**src/rtl/core/tft_div.sv**
```systemverilog
// pipelined restoring divider, one quotient bit per stage
module tft_div #(
    parameter int NUM_W = 32,
    parameter int DEN_W = 24,
    parameter int QUO_W = 16
) (
    input  logic             clk,
    input  logic             en,
    input  logic [NUM_W-1:0] num,
    input  logic [DEN_W-1:0] den,
    output logic [QUO_W-1:0] quo,
    output logic [DEN_W-1:0] rem
);

    localparam int W = (NUM_W > DEN_W + QUO_W) ? NUM_W : DEN_W + QUO_W;

    logic [W-1:0]     rem_reg [0:QUO_W-1];
    logic [QUO_W-1:0] quo_reg [0:QUO_W-1];
    logic [DEN_W-1:0] den_reg [0:QUO_W-1];

    genvar k;
    generate
        for (k = 0; k < QUO_W; k++)
        begin : g_step
            localparam int B = QUO_W - 1 - k;
            logic [W-1:0]     rem_in;
            logic [QUO_W-1:0] quo_in;
            logic [DEN_W-1:0] den_in;
            logic [W-1:0]     den_sh;
            logic             fits;

            if (k == 0)
            begin : g_first
                assign rem_in = W'(num);
                assign quo_in = '0;
                assign den_in = den;
            end
            else
            begin : g_next
                assign rem_in = rem_reg[k-1];
                assign quo_in = quo_reg[k-1];
                assign den_in = den_reg[k-1];
            end

            assign den_sh = W'(den_in) << B;
            assign fits   = (rem_in >> B) >= W'(den_in);

            always_ff @(posedge clk)
            begin
                if (en)
                begin
                    rem_reg[k] <= fits ? (rem_in - den_sh) : rem_in;
                    quo_reg[k] <= quo_in | (QUO_W'(fits) << B);
                    den_reg[k] <= den_in;
                end
            end
        end
    endgenerate

    assign quo = quo_reg[QUO_W-1];
    assign rem = rem_reg[QUO_W-1][DEN_W-1:0];

endmodule

```
**config.mk**
```make
export PLATFORM = sky130hd
export DESIGN_NAME = tft_div
export DESIGN_NICKNAME = d
export VERILOG_FILES = /design/src/rtl/core/tft_div.sv
export SDC_FILE = /design/constraint.sdc
export NUM_CORES = 2
export LEC_CHECK = 0
export BUFFER_PORTS_ARGS = -buffer_cell sky130_fd_sc_hd__clkbuf_2
export CORE_MARGIN = 4
export CORE_UTILIZATION = 45
export DETAILED_ROUTE_END_ITERATION = 8
export PLACE_DENSITY_LB_ADDON = 0.08
export SLEW_MARGIN = 0
export SYNTH_ARGS = -nofsm -noshare
export SYNTH_HDL_FRONTEND = slang
export SYNTH_SLANG_ARGS = --single-unit
```
**constraint.sdc**
```tcl
create_clock -name clk -period 5.64 [get_ports clk]
set_clock_uncertainty 0.1 [all_clocks]
set_input_delay 0.564 -clock clk [delete_from_list [all_inputs] [get_ports clk]]
set_output_delay 0.564 -clock clk [all_outputs]
set_load 0.05 [all_outputs]
```
==> results.sh <==
export IMPL_switching_share_pct=33.7
export IMPL_ys_top_cells_by_area="edfxtp_1, ha_1, xnor2_1"
export IMPL_async_reset_ff_share_pct=0
export IMPL_clk_pin_slew_worst_paths_ns=0.06
export IMPL_clockRootBuffer="clkbuf_16"
export IMPL_slew_viol_final=0
export IMPL_yosys_top_cells_count="edfxtp_1, inv_1, nand2_1, a21oi_1, ha_1"
export IMPL_ant_nets=0
export IMPL_wl_um=122000
export IMPL_crit_type="reg -> reg"
export IMPL_cts_resized_gates=0
export IMPL_power_clock_fraction_pct=24.9
export IMPL_setup_tns_ns=0
export IMPL_clk_latency_ns=0.75
export IMPL_grt_overflow=0
export IMPL_hp_start="num[19]"
export IMPL_cts_setup_buffers=0
export IMPL_track_usage_pct=17.8
export IMPL_cts_sinks=1120
export IMPL_internal_power_mw=21.7
export IMPL_worst_slew_pin_slew_ns=1.28
export IMPL_cp_top_family="compound AO/OA/AOI/OAI gates"
export IMPL_slew_headroom_pct=13.7
export IMPL_rr_startpoint="rem_reg[6][2]$_DFFE_PP_"
export IMPL_dpl_hpwl_um=91300
export IMPL_synthesis_nets=5549
export IMPL_fillCellCount=11400
export IMPL_postSynthCellCount=5098
export IMPL_switchingPower_mw=11.0
export IMPL_wire_per_inst_um=17.0
export IMPL_p_total_mw=32.7
export IMPL_rsz0062_at_grt="false"
export IMPL_critPathLaunch="rem_reg[6][2]$_DFFE_PP_"
export IMPL_dp_slack_ns=1.38
export IMPL_slowest_delay_ns=0.41
export IMPL_initial_utilization_pct=45.5
export IMPL_critical_path_arrival_ns=4.67
export IMPL_dieArea_mm2=0.137
export IMPL_cp_num_buf_inv=4
export IMPL_status="completed"
export IMPL_hold_path_class="in -> reg"
export IMPL_crit_fanout=30
export IMPL_synth_edff_count=1120
export IMPL_synth_ff_type="edfxtp_1"
export IMPL_power_density_mw_per_mm2=491
export IMPL_synth_adder_area_share_pct=8.51
export IMPL_vias=37700
export IMPL_cts_tree="yes"
export IMPL_crit_chain="inv_1 -> ha_1 -> inv_1 -> fa_1 -> a21o_1 -> a21oi_1 -> o21ai_0 -> a221oi_1 -> buf_4 -> a21oi_1 -> a22o_1 -> a211oi_4 -> buf_4 -> mux2_2"
export IMPL_area_growth_syn_to_layout_pct=12.4
export IMPL_clk_path_buf_depth=3
export IMPL_slowest_stage="a211oi_4"
export IMPL_drt_iter0_drc=1745
export IMPL_die_h_um=371
export IMPL_yosysSeqAreaShare_pct=56.8
export IMPL_start_kind="flip-flop"
export IMPL_die_w_um=371
export IMPL_grt_max_degree=169
export IMPL_synth_top_family_by_area="compound AO/OA/AOI/OAI gates"
export IMPL_largest_reg_flops=624
export IMPL_utilization_pct=51.1
export IMPL_synth_most_common_cell="edfxtp_1"
export IMPL_core_rowCount=132
export IMPL_grt_pass1_wl_um=195000
export IMPL_fin_crit_ns=4.29
export IMPL_syn_avg_cell_area_um2=11.6
export IMPL_synth_mux_area_share_pct=1.38
export IMPL_pwr_share_seq_pct=39.0
export IMPL_cts_hold_buffers=42
export IMPL_design_core_area_mm2=0.130
export IMPL_synth_area_mm2=0.0592
export IMPL_grt_pass1_vias=39400
export IMPL_combPwrFrac_pct=36.1
export IMPL_hold_violations=0
export IMPL_antenna_found_initial=2
export IMPL_synth_compound_area_share_pct=13.3
export IMPL_drc=0
export IMPL_synth_top_area_cell="edfxtp_1"
export IMPL_max_freq_ghz=0.233
export IMPL_first_pass_iters=5
export IMPL_yosysTopAreaCellShare_pct=56.8
export IMPL_drive_above_1_share_pct=8.22
export IMPL_yosys_area_share_simple_pct=9.74
export IMPL_htree_num_levels=4
export IMPL_cp_end_kind="flip-flop"
export IMPL_yosys_warnings=0
export IMPL_port_buffer_count=97
export IMPL_setup_viol=0
export IMPL_synthDistinctLibCells=95
export IMPL_place_congestion=0.916
export IMPL_pin_count=98
export IMPL_ir_worst_vdd_v=0.000334
export IMPL_nets=5768
export IMPL_timing_final_ws_setup_ns=1.35
export IMPL_numCtsBuffers=132
export IMPL_post_drt_via_cell_ratio=5.26
export IMPL_total_leakage_power_nw=26.3
export IMPL_ys_ff_latch=1120
export IMPL_min_period_over_period_pct=76.1
export IMPL_max_cap_violations=0
export IMPL_required_ns=6.02
export IMPL_synth_xor_area_share_pct=6.40
==> cell type report <==
cell class / count / area, µm² / share of cell area [%]
multi-input cells: 3388 / 23400 / 35.1
repair buffers: 183 / 1370 / 2.06
flip-flops and latches: 1120 / 33600 / 50.5
clock inverters: 73 / 683 / 1.03
inverters: 492 / 1850 / 2.78
diodes: 3 / 7.51 / 0.0113
clock buffers: 160 / 3470 / 5.22
well taps: 1742 / 2180 / 3.27
==> cells in the final DEF, fill, tap and decap left out, drive strengths merged, types with 13 or more instances in the layout <==
master / instances
a31oi: 38
nand2b: 66
nor2b: 53
edfxtp: 1120
o21a: 57
dlygate4sd3: 42
o21ai: 342
nand2: 410
fa: 16
nand3: 82
mux2: 70
and3: 23
inv: 496
a21oi: 391
or2: 13
and2: 16
nor3: 80
clkinv: 56
ha: 377
o31ai: 26
nor4: 46
or3: 19
clkbuf: 256
nor2: 313
a211oi: 24
or4: 15
nand4: 57
o21bai: 39
xnor2: 255
buf: 45
o211ai: 17
xor2: 178
a21o: 195
==> power by group through the flow <==
stage	Clock (mW)	Combinational, mW	Sequential, mW
finish	8.15	11.8	12.7
global route	8.78	13.2	12.9
CTS	8.45	11.8	12.7
detailed placement	0	11.7	12.9
global placement	0	11.6	12.9
floorplan	0	8.89	12.8
==> metrics by stage <==
| stage | area, µm² | hold slack, ns | cells |
|---|---|---|---|
| after CTS | 66600 | 0.00314 | 7158 |
| after global placement | 62000 | 0.301 | 6883 |
| after floorplan | 59200 | 0.300 | 5098 |
| final | 66600 | 0.0824 | 7161 |
| after global routing | 66600 | 0.0242 | 7160 |
| after detailed placement | 62000 | 0.305 | 6883 |
==> worst register-to-register path: cells and delay by family, from the launching register on <==
kind,cells,cell delay [ns]
DFF,1,0.38
buffers and inverters,4,0.72
adders and majority gates,2,0.56
AOI/OAI and AO/OA,7,1.87
muxes,1,0.40
==> cells by family after synthesis <==
kind of cell             Yosys count
AO/OA/AOI/OAI                   1264
AND/OR/NAND/NOR                 1225
flip-flops                      1120
buffers and inverters            590
XOR/XNOR                         433
adder cells (fa/ha/maj)          393
multiplexers                      73
==> per-layer routing <==
metal	track usage, %	routed length [µm]	vias to the layer above
met1	16.0	41900	17600
met4	11.5	8320	0
li1	-	-	19000
met3	2.68	3320	388
met5	0	0	-
met2	36.2	68000	659
==> final timing paths <==
kind	slack [ns]	cells past startpoint	to
setup reg to reg	1.35	14	rem_reg[6][45]$_DFFE_PP_
hold / removal	0.08	3	rem_reg[0][19]$_DFFE_PP_
setup / recovery	1.35	14	rem_reg[6][45]$_DFFE_PP_
hold reg to reg	0.31	0	rem_reg[2][5]$_DFFE_PP_
(Power assumes the default switching activity.)
